--- src/design/cxmp_pkg.sv ---
// Shared types and constants for the CoreXY move planner.
package cxmp_pkg;

  localparam int OP_W        = 3;
  localparam int COORD_W     = 24;
  localparam int DUR_W       = 32;
  localparam int SPM_W       = 32;
  localparam int CFG_IDX_W   = 1;
  localparam int CFG_DATA_W  = 32;
  localparam int IN_TDATA_W  = 2 * COORD_W + DUR_W;
  localparam int ROUND_SHIFT = 26;

  localparam logic [SPM_W-1:0] SPM_RESET = 32'd6675443;

  typedef enum logic [OP_W-1:0] {
    OP_MOVE_REL       = 3'd0,
    OP_MOVE_ABS       = 3'd1,
    OP_SET_POS        = 3'd2,
    OP_CAPTURE_LIMIT  = 3'd3,
    OP_CAPTURE_ORIGIN = 3'd4
  } op_t;

  typedef enum logic [CFG_IDX_W-1:0] {
    CFG_CLAMP_ENABLE = 1'b0,
    CFG_STEPS_PER_MM = 1'b1
  } cfg_idx_t;

  typedef struct packed {
    logic             valid;
    logic             emit;
    logic [DUR_W-1:0] dur;
  } stg_t;

endpackage

--- src/design/cxmp_pos.sv ---
// Position stage: pen position, origin and limit registers, clamping.
module cxmp_pos #(
  parameter int POSITION_WIDTH = 24
) (
  input  logic                                 clk,
  input  logic                                 rst_n,
  input  logic                                 clamp_en,
  input  logic                                 in_valid,
  input  cxmp_pkg::op_t                        op,
  input  logic signed [cxmp_pkg::COORD_W-1:0]  coord_x,
  input  logic signed [cxmp_pkg::COORD_W-1:0]  coord_y,
  input  logic        [cxmp_pkg::DUR_W-1:0]    dur,
  input  logic                                 dn_rdy,
  output logic                                 in_rdy,
  output cxmp_pkg::stg_t                       item,
  output logic signed [POSITION_WIDTH-1:0]     pos_x,
  output logic signed [POSITION_WIDTH-1:0]     pos_y
);
  import cxmp_pkg::*;

  localparam int PW = POSITION_WIDTH;
  localparam int XW = (PW > COORD_W ? PW : COORD_W) + 1;
  localparam logic signed [PW-1:0] POS_MAX = {1'b0, {(PW-1){1'b1}}};
  localparam logic signed [PW-1:0] POS_MIN = {1'b1, {(PW-1){1'b0}}};

  function automatic logic signed [PW-1:0] sat_pos(input logic signed [XW-1:0] v);
    logic [XW-PW:0] hi;
    hi = v[XW-1:PW-1];
    if ((&hi) || !(|hi)) return v[PW-1:0];
    else if (v[XW-1]) return POS_MIN;
    else return POS_MAX;
  endfunction

  function automatic logic signed [PW-1:0] clamp_axis(input logic signed [PW-1:0] v,
                                                      input logic signed [PW-1:0] lim);
    if (v[PW-1]) return '0;
    else if (v > lim) return lim;
    else return v;
  endfunction

  logic signed [PW-1:0] cur_x_r, cur_y_r, org_x_r, org_y_r, lim_x_r, lim_y_r;
  logic signed [PW-1:0] cur_x_nxt, cur_y_nxt, org_x_nxt, org_y_nxt, lim_x_nxt, lim_y_nxt;
  stg_t                 item_r, item_nxt;
  logic                 acc;
  logic signed [PW-1:0] base_x, base_y, tgt_x, tgt_y;
  logic signed [XW-1:0] sum_x, sum_y;

  assign in_rdy = !item_r.valid || dn_rdy;
  assign acc    = in_valid && in_rdy;
  assign item   = item_r;
  assign pos_x  = cur_x_r;
  assign pos_y  = cur_y_r;

  always_comb begin
    base_x = (op == OP_MOVE_ABS) ? org_x_r : cur_x_r;
    base_y = (op == OP_MOVE_ABS) ? org_y_r : cur_y_r;
    sum_x  = XW'(base_x) + XW'(coord_x);
    sum_y  = XW'(base_y) + XW'(coord_y);
    tgt_x  = sat_pos(sum_x);
    tgt_y  = sat_pos(sum_y);
    if (clamp_en) begin
      tgt_x = clamp_axis(tgt_x, lim_x_r);
      tgt_y = clamp_axis(tgt_y, lim_y_r);
    end

    cur_x_nxt = cur_x_r;
    cur_y_nxt = cur_y_r;
    org_x_nxt = org_x_r;
    org_y_nxt = org_y_r;
    lim_x_nxt = lim_x_r;
    lim_y_nxt = lim_y_r;
    item_nxt  = item_r;
    if (dn_rdy) begin
      item_nxt.valid = 1'b0;
    end

    if (acc) begin
      unique case (op) inside
        OP_MOVE_REL, OP_MOVE_ABS: begin
          cur_x_nxt = tgt_x;
          cur_y_nxt = tgt_y;
          item_nxt  = '{valid: 1'b1, emit: 1'b1, dur: dur};
        end
        OP_SET_POS: begin
          cur_x_nxt = sat_pos(XW'(coord_x));
          cur_y_nxt = sat_pos(XW'(coord_y));
          item_nxt  = '{valid: 1'b1, emit: 1'b0, dur: dur};
        end
        OP_CAPTURE_LIMIT: begin
          lim_x_nxt = cur_x_r;
          lim_y_nxt = cur_y_r;
        end
        OP_CAPTURE_ORIGIN: begin
          org_x_nxt = cur_x_r;
          org_y_nxt = cur_y_r;
        end
        default: ;
      endcase
    end
  end

  always_ff @(posedge clk) begin
    if (!rst_n) begin
      cur_x_r      <= '0;
      cur_y_r      <= '0;
      org_x_r      <= '0;
      org_y_r      <= '0;
      lim_x_r      <= POS_MAX;
      lim_y_r      <= POS_MAX;
      item_r.valid <= 1'b0;
    end else begin
      cur_x_r <= cur_x_nxt;
      cur_y_r <= cur_y_nxt;
      org_x_r <= org_x_nxt;
      org_y_r <= org_y_nxt;
      lim_x_r <= lim_x_nxt;
      lim_y_r <= lim_y_nxt;
      item_r  <= item_nxt;
    end
  end

  a_capture_limit: assert property (@(posedge clk) disable iff (!rst_n)
    acc && op == OP_CAPTURE_LIMIT |=>
      lim_x_r == $past(cur_x_r) && lim_y_r == $past(cur_y_r))
    else $error("limit not captured from current position");

  a_clamp_range: assert property (@(posedge clk) disable iff (!rst_n)
    acc && (op == OP_MOVE_REL || op == OP_MOVE_ABS) && clamp_en && !lim_x_r[PW-1] |=>
      !cur_x_r[PW-1] && cur_x_r <= $past(lim_x_r))
    else $error("clamped X outside zero to limit");

  a_unused_op: assert property (@(posedge clk) disable iff (!rst_n)
    acc && op != OP_MOVE_REL && op != OP_MOVE_ABS && op != OP_SET_POS &&
    op != OP_CAPTURE_LIMIT && op != OP_CAPTURE_ORIGIN |=>
      !item_r.valid && $stable(cur_x_r) && $stable(lim_x_r) && $stable(org_x_r))
    else $error("unused op changed state");

endmodule

--- src/design/cxmp_scale.sv ---
// Scale stage: motor coordinates times steps per millimetre, rounded.
module cxmp_scale #(
  parameter int POSITION_WIDTH = 24
) (
  input  logic                                                 clk,
  input  logic                                                 rst_n,
  input  logic [cxmp_pkg::SPM_W-1:0]                           spm,
  input  cxmp_pkg::stg_t                                       up_item,
  input  logic signed [POSITION_WIDTH-1:0]                     pos_x,
  input  logic signed [POSITION_WIDTH-1:0]                     pos_y,
  input  logic                                                 dn_rdy,
  output logic                                                 up_rdy,
  output cxmp_pkg::stg_t                                       dn_item,
  output logic [POSITION_WIDTH+cxmp_pkg::SPM_W+1-cxmp_pkg::ROUND_SHIFT:0] q_a,
  output logic [POSITION_WIDTH+cxmp_pkg::SPM_W+1-cxmp_pkg::ROUND_SHIFT:0] q_b,
  output logic                                                 neg_a,
  output logic                                                 neg_b
);
  import cxmp_pkg::*;

  localparam int MW  = POSITION_WIDTH + 1;
  localparam int PRW = MW + SPM_W;
  localparam int QW  = PRW + 1 - ROUND_SHIFT;
  localparam logic [PRW:0] HALF = (PRW + 1)'(1) << (ROUND_SHIFT - 1);

  logic signed [MW-1:0] d_a, d_b;
  logic        [MW-1:0] mag_a, mag_b;
  logic        [PRW-1:0] prod_a, prod_b;
  logic        [PRW:0]   rnd_a, rnd_b;
  logic        [QW-1:0]  q_a_r, q_b_r;
  logic                  neg_a_r, neg_b_r;
  stg_t                  item_r, item_nxt;
  logic                  take;

  assign up_rdy  = !item_r.valid || dn_rdy;
  assign take    = up_item.valid && up_rdy;
  assign dn_item = item_r;
  assign q_a     = q_a_r;
  assign q_b     = q_b_r;
  assign neg_a   = neg_a_r;
  assign neg_b   = neg_b_r;

  always_comb begin
    d_a    = MW'(pos_x) - MW'(pos_y);
    d_b    = MW'(pos_x) + MW'(pos_y);
    mag_a  = d_a[MW-1] ? MW'(-d_a) : MW'(d_a);
    mag_b  = d_b[MW-1] ? MW'(-d_b) : MW'(d_b);
    prod_a = PRW'(mag_a) * PRW'(spm);
    prod_b = PRW'(mag_b) * PRW'(spm);
    rnd_a  = (PRW + 1)'(prod_a) + HALF;
    rnd_b  = (PRW + 1)'(prod_b) + HALF;
    item_nxt = item_r;
    if (take) begin
      item_nxt = up_item;
    end else if (dn_rdy) begin
      item_nxt.valid = 1'b0;
    end
  end

  always_ff @(posedge clk) begin
    if (!rst_n) begin
      item_r.valid <= 1'b0;
    end else begin
      item_r <= item_nxt;
    end
  end

  always_ff @(posedge clk) begin
    if (take) begin
      q_a_r   <= rnd_a[PRW:ROUND_SHIFT];
      q_b_r   <= rnd_b[PRW:ROUND_SHIFT];
      neg_a_r <= d_a[MW-1];
      neg_b_r <= d_b[MW-1];
    end
  end

endmodule

--- src/design/cxmp_delta.sv ---
// Delta stage: motor coordinate saturation, step deltas and result register.
module cxmp_delta #(
  parameter int STEP_WIDTH = 32,
  parameter int Q_WIDTH    = 32
) (
  input  logic                             clk,
  input  logic                             rst_n,
  input  cxmp_pkg::stg_t                   up_item,
  input  logic [Q_WIDTH-1:0]               q_a,
  input  logic [Q_WIDTH-1:0]               q_b,
  input  logic                             neg_a,
  input  logic                             neg_b,
  input  logic                             out_tready,
  output logic                             up_rdy,
  output logic                             out_tvalid,
  output logic signed [STEP_WIDTH-1:0]     delta_a,
  output logic signed [STEP_WIDTH-1:0]     delta_b,
  output logic [cxmp_pkg::DUR_W-1:0]       out_dur
);
  import cxmp_pkg::*;

  localparam int SW = STEP_WIDTH;
  localparam int CW = (Q_WIDTH > SW ? Q_WIDTH : SW) + 1;
  localparam logic [CW-1:0]        STEP_HALF = CW'(1) << (SW - 1);
  localparam logic signed [SW-1:0] STEP_MAX  = {1'b0, {(SW-1){1'b1}}};
  localparam logic signed [SW-1:0] STEP_MIN  = {1'b1, {(SW-1){1'b0}}};

  function automatic logic signed [SW-1:0] to_step(input logic [Q_WIDTH-1:0] q,
                                                   input logic neg);
    logic [CW-1:0] qx;
    qx = CW'(q);
    if (neg) begin
      if (qx > STEP_HALF) return STEP_MIN;
      else return SW'(-qx);
    end else begin
      if (qx >= STEP_HALF) return STEP_MAX;
      else return SW'(qx);
    end
  endfunction

  function automatic logic signed [SW-1:0] sat_step(input logic signed [SW:0] v);
    if (v[SW] == v[SW-1]) return v[SW-1:0];
    else if (v[SW]) return STEP_MIN;
    else return STEP_MAX;
  endfunction

  logic signed [SW-1:0]   motor_a_r, motor_b_r, motor_a_nxt, motor_b_nxt;
  logic signed [SW-1:0]   da_r, db_r;
  logic [DUR_W-1:0]       dur_r;
  logic                   out_valid_r, out_valid_nxt;
  logic signed [SW:0]     diff_a, diff_b;
  logic                   take;

  assign up_rdy     = !up_item.emit || !out_valid_r || out_tready;
  assign take       = up_item.valid && up_rdy;
  assign out_tvalid = out_valid_r;
  assign delta_a    = da_r;
  assign delta_b    = db_r;
  assign out_dur    = dur_r;

  always_comb begin
    motor_a_nxt = to_step(q_a, neg_a);
    motor_b_nxt = to_step(q_b, neg_b);
    diff_a      = (SW + 1)'(motor_a_nxt) - (SW + 1)'(motor_a_r);
    diff_b      = (SW + 1)'(motor_b_nxt) - (SW + 1)'(motor_b_r);
    if (take && up_item.emit) out_valid_nxt = 1'b1;
    else if (out_tready) out_valid_nxt = 1'b0;
    else out_valid_nxt = out_valid_r;
  end

  always_ff @(posedge clk) begin
    if (!rst_n) begin
      motor_a_r   <= '0;
      motor_b_r   <= '0;
      out_valid_r <= 1'b0;
    end else begin
      out_valid_r <= out_valid_nxt;
      if (take) begin
        motor_a_r <= motor_a_nxt;
        motor_b_r <= motor_b_nxt;
      end
    end
  end

  always_ff @(posedge clk) begin
    if (take && up_item.emit) begin
      da_r  <= sat_step(diff_a);
      db_r  <= sat_step(diff_b);
      dur_r <= up_item.dur;
    end
  end

  a_motor_hold: assert property (@(posedge clk) disable iff (!rst_n)
    !take |=> $stable(motor_a_r) && $stable(motor_b_r))
    else $error("motor coordinate moved without an item");

  a_emit: assert property (@(posedge clk) disable iff (!rst_n)
    take && up_item.emit |=> out_valid_r)
    else $error("move item gave no result");

  a_quiet: assert property (@(posedge clk) disable iff (!rst_n)
    take && !up_item.emit |=> out_valid_r == ($past(out_valid_r) && !$past(out_tready)))
    else $error("set position item gave a result");

endmodule

--- src/design/corexy_move_planner_core.sv ---
// Top level of the CoreXY move planner: configuration registers and stage chain.
//
//  channel | direction | tdata / data                          | tuser / index
//  in_     | slave     | coord_x, coord_y, move_duration       | op
//  out_    | master    | delta_a, delta_b, out_duration        | -
//  cfg_    | slave     | register value                        | register number
//
// Three register stages: position, scale (one multiply per motor), delta and result.
// One item per cycle sustained while the output is not stalled; stages register it in turn.
// Set position items pass through to update the motor coordinates but give no result.
// Reset (rst_n low, synchronous) clears position, origin and motor coordinates and sets
// the limits to the largest positive position. Output stall back-pressures stage by stage.
module corexy_move_planner_core #(
  parameter int POSITION_WIDTH = 24,
  parameter int STEP_WIDTH     = 32
) (
  input  logic                                  clk,
  input  logic                                  rst_n,
  input  logic                                  in_tvalid,
  output logic                                  in_tready,
  input  logic [cxmp_pkg::IN_TDATA_W-1:0]       in_tdata,   // coord_x, coord_y, move_duration
  input  logic [cxmp_pkg::OP_W-1:0]             in_tuser,   // op
  output logic                                  out_tvalid,
  input  logic                                  out_tready,
  output logic [((2 * STEP_WIDTH + cxmp_pkg::DUR_W + 7) / 8) * 8 - 1:0]
                                                out_tdata,  // delta_a, delta_b, out_duration
  input  logic                                  cfg_valid,
  output logic                                  cfg_ready,
  input  logic [cxmp_pkg::CFG_IDX_W-1:0]        cfg_index,
  input  logic [cxmp_pkg::CFG_DATA_W-1:0]       cfg_data
);
  import cxmp_pkg::*;

  localparam int OUT_TDATA_W = ((2 * STEP_WIDTH + DUR_W + 7) / 8) * 8;
  localparam int Q_W         = POSITION_WIDTH + SPM_W + 2 - ROUND_SHIFT;

  logic                             clamp_en_r;
  logic [SPM_W-1:0]                 spm_r;
  stg_t                             p_item, m_item;
  logic                             m_rdy, d_rdy;
  logic signed [POSITION_WIDTH-1:0] pos_x, pos_y;
  logic [Q_W-1:0]                   q_a, q_b;
  logic                             neg_a, neg_b;
  logic signed [STEP_WIDTH-1:0]     delta_a, delta_b;
  logic [DUR_W-1:0]                 out_dur;

  assign cfg_ready = 1'b1;

  always_ff @(posedge clk) begin
    if (!rst_n) begin
      clamp_en_r <= 1'b0;
      spm_r      <= SPM_RESET;
    end else if (cfg_valid && cfg_ready) begin
      unique case (cfg_idx_t'(cfg_index))
        CFG_CLAMP_ENABLE: clamp_en_r <= cfg_data[0];
        CFG_STEPS_PER_MM: spm_r      <= cfg_data[SPM_W-1:0];
        default: ;
      endcase
    end
  end

  cxmp_pos #(
    .POSITION_WIDTH(POSITION_WIDTH)
  ) u_pos (
    .clk      (clk),
    .rst_n    (rst_n),
    .clamp_en (clamp_en_r),
    .in_valid (in_tvalid),
    .op       (op_t'(in_tuser)),
    .coord_x  ($signed(in_tdata[COORD_W-1:0])),
    .coord_y  ($signed(in_tdata[2*COORD_W-1:COORD_W])),
    .dur      (in_tdata[IN_TDATA_W-1:2*COORD_W]),
    .dn_rdy   (m_rdy),
    .in_rdy   (in_tready),
    .item     (p_item),
    .pos_x    (pos_x),
    .pos_y    (pos_y)
  );

  cxmp_scale #(
    .POSITION_WIDTH(POSITION_WIDTH)
  ) u_scale (
    .clk     (clk),
    .rst_n   (rst_n),
    .spm     (spm_r),
    .up_item (p_item),
    .pos_x   (pos_x),
    .pos_y   (pos_y),
    .dn_rdy  (d_rdy),
    .up_rdy  (m_rdy),
    .dn_item (m_item),
    .q_a     (q_a),
    .q_b     (q_b),
    .neg_a   (neg_a),
    .neg_b   (neg_b)
  );

  cxmp_delta #(
    .STEP_WIDTH(STEP_WIDTH),
    .Q_WIDTH   (Q_W)
  ) u_delta (
    .clk        (clk),
    .rst_n      (rst_n),
    .up_item    (m_item),
    .q_a        (q_a),
    .q_b        (q_b),
    .neg_a      (neg_a),
    .neg_b      (neg_b),
    .out_tready (out_tready),
    .up_rdy     (d_rdy),
    .out_tvalid (out_tvalid),
    .delta_a    (delta_a),
    .delta_b    (delta_b),
    .out_dur    (out_dur)
  );

  assign out_tdata = OUT_TDATA_W'({out_dur, delta_b, delta_a});

endmodule
--- config.mk ---
export PLATFORM = sky130hd
export DESIGN_NAME = corexy_move_planner_core
export DESIGN_NICKNAME = d
export VERILOG_FILES = /design/src/design/cxmp_pkg.sv /design/src/design/cxmp_pos.sv /design/src/design/cxmp_scale.sv /design/src/design/cxmp_delta.sv /design/src/design/corexy_move_planner_core.sv
export SDC_FILE = /design/constraint.sdc
export NUM_CORES = 2
export LEC_CHECK = 0
export BUFFER_PORTS_ARGS = -buffer_cell sky130_fd_sc_hd__clkbuf_2
export CORE_UTILIZATION = 35
export CTS_BUF_LIST = sky130_fd_sc_hd__clkbuf_16
export DETAILED_ROUTE_END_ITERATION = 16
export GPL_ROUTABILITY_DRIVEN = 0
export PLACE_DENSITY_LB_ADDON = 0.15
export SETUP_SLACK_MARGIN = 0.2
export SKIP_CTS_REPAIR_TIMING = 1
export SLEW_MARGIN = 10
export SYNTH_ARGS = -nofsm -noshare
export SYNTH_HDL_FRONTEND = slang
export SYNTH_SLANG_ARGS = --single-unit
--- constraint.sdc ---
create_clock -name clk -period 15.2 [get_ports clk]
set_input_delay 0.76 -clock clk [delete_from_list [all_inputs] [get_ports clk]]
set_output_delay 0.76 -clock clk [all_outputs]
set_load 0.02 [all_outputs]
# Word level (Yosys, flattened, before mapping)
# Index checks and enable logic that the tools add are counted.
dict set report word_totals {
  ff_bits 472
  output_inout_bits 99
  wordCells 116
}
dict set report classes {
  addsub 12
  mul 2
  order_cmp 6
  n_eq_ne 6
  muxes 33
  n_bitwise 1
  n_reduce_logical 32
}
# cell n
set op_table {}
lappend op_table {{2-to-1 mux 32 bit} 10}
lappend op_table {{2-to-1 mux 24 bit} 12}
lappend op_table {{adder 57 x 26 -> 58 bit, second input constant} 2}
lappend op_table {{multiplier 25 x 32 -> 57 bit} 2}
lappend op_table {{one-hot mux 24 bit (2 select lines)} 2}
lappend op_table {{adder 24 x 24 -> 25 bit} 3}
lappend op_table {{one-hot mux 34 bit (2 select lines)} 1}
lappend op_table {{subtractor 32 x 32 -> 33 bit} 2}
lappend op_table {{greater-or-equal comparator 32 bit, second input constant} 2}
lappend op_table {{> comparator 32 bit, second input constant} 2}
lappend op_table {{negation 32 bit} 2}
lappend op_table {{2-to-1 mux 25 bit} 2}
lappend op_table {{negation 25 bit} 2}
lappend op_table {{> comparator 24 bit} 2}
lappend op_table {{2-to-1 mux 34 bit} 1}
lappend op_table {{subtractor 24 x 24 -> 25 bit} 1}
lappend op_table {{AND reduction 2 bit} 8}
lappend op_table {{equality test 3 x 2 -> 1 bit, second input constant} 2}
lappend op_table {{logical NOT 1 bit} 6}
lappend op_table {{logical OR 1 bit} 6}
lappend op_table {{nonzero test 2 bit} 3}
lappend op_table {{OR reduction 2 bit} 3}
lappend op_table {{2-to-1 mux 1 bit} 5}
lappend op_table {{logical AND 1 bit} 4}
lappend op_table {{6 further kinds} 7}

# Depth between registers and ports, before layout
dict set report logic_depth {
  ltp_word 12
  depth_mapped 39
  mapped_depth_nobuf 37
}

# Cells and area by module
# From an unflattened synthesis, not the netlist that was laid out.
dict set report unflattened {
  cells_unflattened 9545
  hier_area_um2 82952.1
}
# module instances cells_each area_per_inst_um2
set by_module_without_submodules {}
lappend by_module_without_submodules {cxmp_scale 1 6563 58108.2}
lappend by_module_without_submodules {cxmp_pos 1 1473 11900.2}
lappend by_module_without_submodules {cxmp_delta 1 1355 11496.0}
lappend by_module_without_submodules {corexy_move_planner_core 1 154 1447.6}

# Worst setup path before layout
# Ideal clock, no wire load.
dict set report synth_timing {
  kind {register to register}
  startpoint {register u_pos.cur_y_r[0] (netlist: u_pos.pos_y[0])}
  endpoint {register u_scale.q_b_r[24] (netlist: u_scale.q_b[24]), data pin}
  setup_time_ns 0.261
  arrival_ns 9.501
  required_time_ns 14.939
  setup_slack_ns 5.438
  stages_incl_launch_ff 36
  n_path_buf 1
  synth_period_minus_slack_ns 9.762
  cell_sequence {dfxtp_1 -> ha_1 -> inv_1 -> fa_1 -> o21bai_1 -> o2111ai_1 -> nand3_1 -> xnor2_1 -> nor4b_2 -> o2111ai_1 -> or4_1 -> o41ai_1 -> xnor2_1 -> clkbuf_1 -> nand2_1 -> fa_1 -> inv_1 -> fa_1 -> fa_1 -> fa_1 -> fa_1 -> fa_1 -> inv_1 -> fa_1 -> inv_1 -> ha_1 -> and2_1 -> and3_1 -> a21oi_1 -> o21ai_0 -> a311oi_1 -> o22a_1 -> o21ai_0 -> o41ai_4 -> a21boi_0 -> o32a_1}
}
dict set report synth_between {
  elab_chain_len 5
}
# element line
set synth_lines {}
lappend synth_lines {{start, declared} cxmp_pos.sv:41} ;# logic signed [PW-1:0] cur_x_r, cur_y_r, org_x_r, org_y_r, lim_x_r, lim_y_r;
lappend synth_lines {{start signal, assigned} cxmp_pos.sv:113} ;# cur_y_r <= cur_y_nxt;
lappend synth_lines {{adder 24 x 24 -> 25 bit (*)} cxmp_scale.sv:45} ;# d_b = MW'(pos_x) + MW'(pos_y);
lappend synth_lines {{negation 25 bit} cxmp_scale.sv:47} ;# mag_b = d_b[MW-1] ? MW'(-d_b) : MW'(d_b);
lappend synth_lines {{2-to-1 mux 25 bit (*)} cxmp_scale.sv:47}
lappend synth_lines {{multiplier 25 x 32 -> 57 bit (*)} cxmp_scale.sv:49} ;# prod_b = PRW'(mag_b) * PRW'(spm);
lappend synth_lines {{adder 57 x 26 -> 58 bit (*)} cxmp_scale.sv:51} ;# rnd_b = (PRW + 1)'(prod_b) + HALF;
lappend synth_lines {{net u_scale.rnd_b[50]} cxmp_scale.sv:29} ;# logic [PRW:0] rnd_a, rnd_b;
lappend synth_lines {{end signal, assigned} cxmp_scale.sv:71} ;# q_b_r <= rnd_b[PRW:ROUND_SHIFT];
lappend synth_lines {{end, declared} cxmp_scale.sv:30} ;# logic [QW-1:0] q_a_r, q_b_r;
# The timed path passes the listed nets; every way through them passes the cells marked *.
# A chain may end at the register's enable or synchronous reset.

# Worst setup path after layout
dict set report layout_timing {
  startpoint {register u_pos.cur_y_r[12] (netlist: u_pos.pos_y[12])}
  endpoint {register u_scale.q_b_r[24] (netlist: u_scale.q_b[24]), data pin}
}
# The elaborated chain is that of the path after synthesis.

==> impl_results.md <==
* Top Family by Delay on Critical Path: compound AO/OA/AOI/OAI gates
* Clk buf depth at 3
* Area growth, synth to finish at 7.81%
* Netlist cell types at 102
* Worst skew pair latency at 730 ps
* DIE HEIGHT at 493 microns
* Final Skew at 53.3 ps
* Critical Path RT at 15660 ps
* Setup_tns at 0 ps
* GR Overflow Total at 0
* Initial core utilization at 35.2%
* Pin count of the biggest net entering global routing at 99
* Final setup fails at 0
* Port bufs at 218
* Slew headroom at 9.44%
* Startpoint Class: register
* Worst Setup Path Type: reg -> reg
* Clock-pin transition on the worst setup and hold timing paths at 60 ps
* DIE AREA at 243000 sq um
* CP max stage delay at 810 ps
* Yosys top cell area share at 32.7%
* Die X at 493 microns
* Most instantiated cells after synthesis: inv_1, nand2_1, fa_1
* Largest area contributor in the netlist: fa_1
* Status: completed
* Flop2flop setup slack at 2540 ps
* Top post-synthesis cells by area: fa_1, ha_1, edfxtp_1
* R2r startpoint: u_pos.pos_y[12]
* Critical Path Start: u_pos.pos_y[12]
* Total GRT Usage at 24.0%
* Max FO, Critical Path at 48
* Final HPWL DP at 222000 microns
* Syn Area/Cell at 8.56 sq um
* Ys Warns at 0
* Post-route insts no fill at 12900
* Initial antenna violation count at 6
* Post-Syn Area at 84500 sq um
* Critical-path top delay cell: a31oi_1
* Reg2reg end: u_scale.q_b[24]
* Post-synthesis sequential area ratio at 13.9%
* Avg WL per Cell at 22.5 microns
* Most frequent CP cell: fa_1
* Hold depth at 3
* Ports at 220
* Layout cells sized above 1 at 7.00%
* Arrival time at the worst endpoint at 13120 ps
* Worst min-delay path endpoint: spm_r[14]
* Worst R2R Path Depth at 35
* Antenna Nets Post-Route at 0
* WL final at 291000 microns
* CTS tree: yes
* Most numerous cell in the Yosys netlist: inv_1
* Post-synth EDFFs at 228
* Hold WC Path Type: in -> reg
* Core Area at 240000 sq um
* Via density at 5.34
* Crit share post-route at 83.3%
* Slew @ Worst Pin at 1320 ps
* Clock root cell: clkbuf_16
* Via count at 69000
* RSZ-0062 raised after global routing: false
* First-iteration detailed-routing DRC count at 5188
* TritonCTS buffer count at 67
* Dpl cells at 12800
* Final nets at 11800
* Crit. End Element: register
* Critical path buffer and inverter count at 7
* Slew Viols, Final at 0
* Maxcap violations at 0
* TritonCTS Sinks at 472
* Pre-antenna DRT Iters at 5
* Tmin final at 12660 ps
* Post-synth ARST share at 0%
* Fin. Hold Viols at 0
* Vias in the first global route at 70400
* Post-synth top flop: dfxtp_1
* # DRC at 0
* Synthesized instance count at 9872
* Synth Register Bits at 472
* Worst hold start: cfg_data[14]
* H-tree depth at 3
* Global-route wire length before repair at 444000 microns
* Syn Nets at 12000
* Peak Freq at 79.0 MHz
* Row cnt at 180
## cells by family (layout without fill, tap and decap cells)
group                    count (synthesis)  after routing  share of synthesized area, %
multiplexers                           119            119                          1.50
other                                    1              5                       0.00444
flip-flops                             472            472                          13.9
AND/OR/NAND/NOR                       3186           3186                          17.8
XOR/XNOR                               220            220                          2.28
AO/OA/AOI/OAI                         1501           1501                          11.4
buffers and inverters                 2299           2166                          10.3
adder cells (fa/ha/maj)               2074           2074                          42.8
## worst max path at each step
stage	slack, ps	to	depth (start not counted)
floorplan	5440	u_scale.q_b[24]	35
global placement	3050	u_scale.q_b[24]	35
detailed placement	2910	u_scale.q_b[24]	35
CTS	2810	u_scale.q_b[24]	35
global route	1890	u_scale.q_b[24]	35
finish	2540	u_scale.q_b[24]	35
## worst register-to-register path: cells and delay by family, from the launching register on
family,cells,cell delay (ps)
compound gates,16,5380
fa+ha+maj,9,4210
buf+inv,7,1240
simple gates,3,1190
flops,1,370
## per-layer routing
| layer | global-route usage, % | routed length [microns] |
|---|---|---|
| met5 | 0 | 12 |
| met4 | 6.01 | 7620 |
| met3 | 3.43 | 19100 |
| met2 | 38.6 | 133000 |
| met1 | 33.6 | 132000 |
## metrics by stage
| stage | worst slack (ps) | instance area (sq um) | util, % | hold slack, ps |
|---|---|---|---|---|
| after CTS | 2810 | 91100 | 37.9 | 229 |
| after floorplan | 5440 | 84500 | - | 400 |
| after global routing | 1890 | 91100 | 37.9 | 265 |
| after global placement | 3050 | 88800 | 37.0 | 400 |
| final | 2540 | 91100 | 37.9 | 267 |
| after detailed placement | 2910 | 88800 | 37.0 | 405 |
## sequential cells by signal, indices dropped and copies added (netlist names)
register            count
u_pos.pos_y            24
u_pos.org_x_r          24
u_delta.out_dur        32
u_scale.q_a            32
u_pos.org_y_r          24
u_pos.pos_x            24
u_scale.neg_b           1
u_pos.lim_y_r          24
u_delta.out_tvalid      1
spm_r                  32
u_pos.lim_x_r          24
u_delta.delta_b        32
u_pos.item             34
u_scale.q_b            32
clamp_en_r              1
u_scale.dn_item        34
u_scale.neg_a           1
u_delta.motor_b_r      32
u_delta.motor_a_r      32
u_delta.delta_a        32
## layout make-up
class / instances / area (sq um)
multi-input cells: 7101 / 64600
clock buffers: 67 / 1680
clock inverters: 53 / 594
fillers: 24500 / 149000
flip-flops and latches: 472 / 11800
well taps: 3185 / 3990
diodes: 4 / 10.0
repair buffers: 355 / 2120
inverters: 1691 / 6350
## cells in the final DEF, fill, tap and decap left out, drive strengths merged, types with 27 or more instances in the layout
cell    count
a211oi     73
a21boi     27
a21o      130
a21oi     482
a31oi      47
and2      450
and3       89
and4       29
buf       138
clkbuf    284
dfxtp     244
edfxtp    228
fa       1380
ha        658
inv      1706
maj3       36
mux2       60
mux2i      59
nand2    1556
nand2b     43
nand3     156
nand4     103
nor2      358
nor2b     107
nor3      130
nor4       41
o211ai     72
o21a       65
o21ai     310
o21bai     40
o22ai      47
o31ai      27
or3        29
xnor2     136
xor2       84
Power is not shown: default switching activity piles up to over one toggle a cycle in this logic, so the estimate is an artifact.
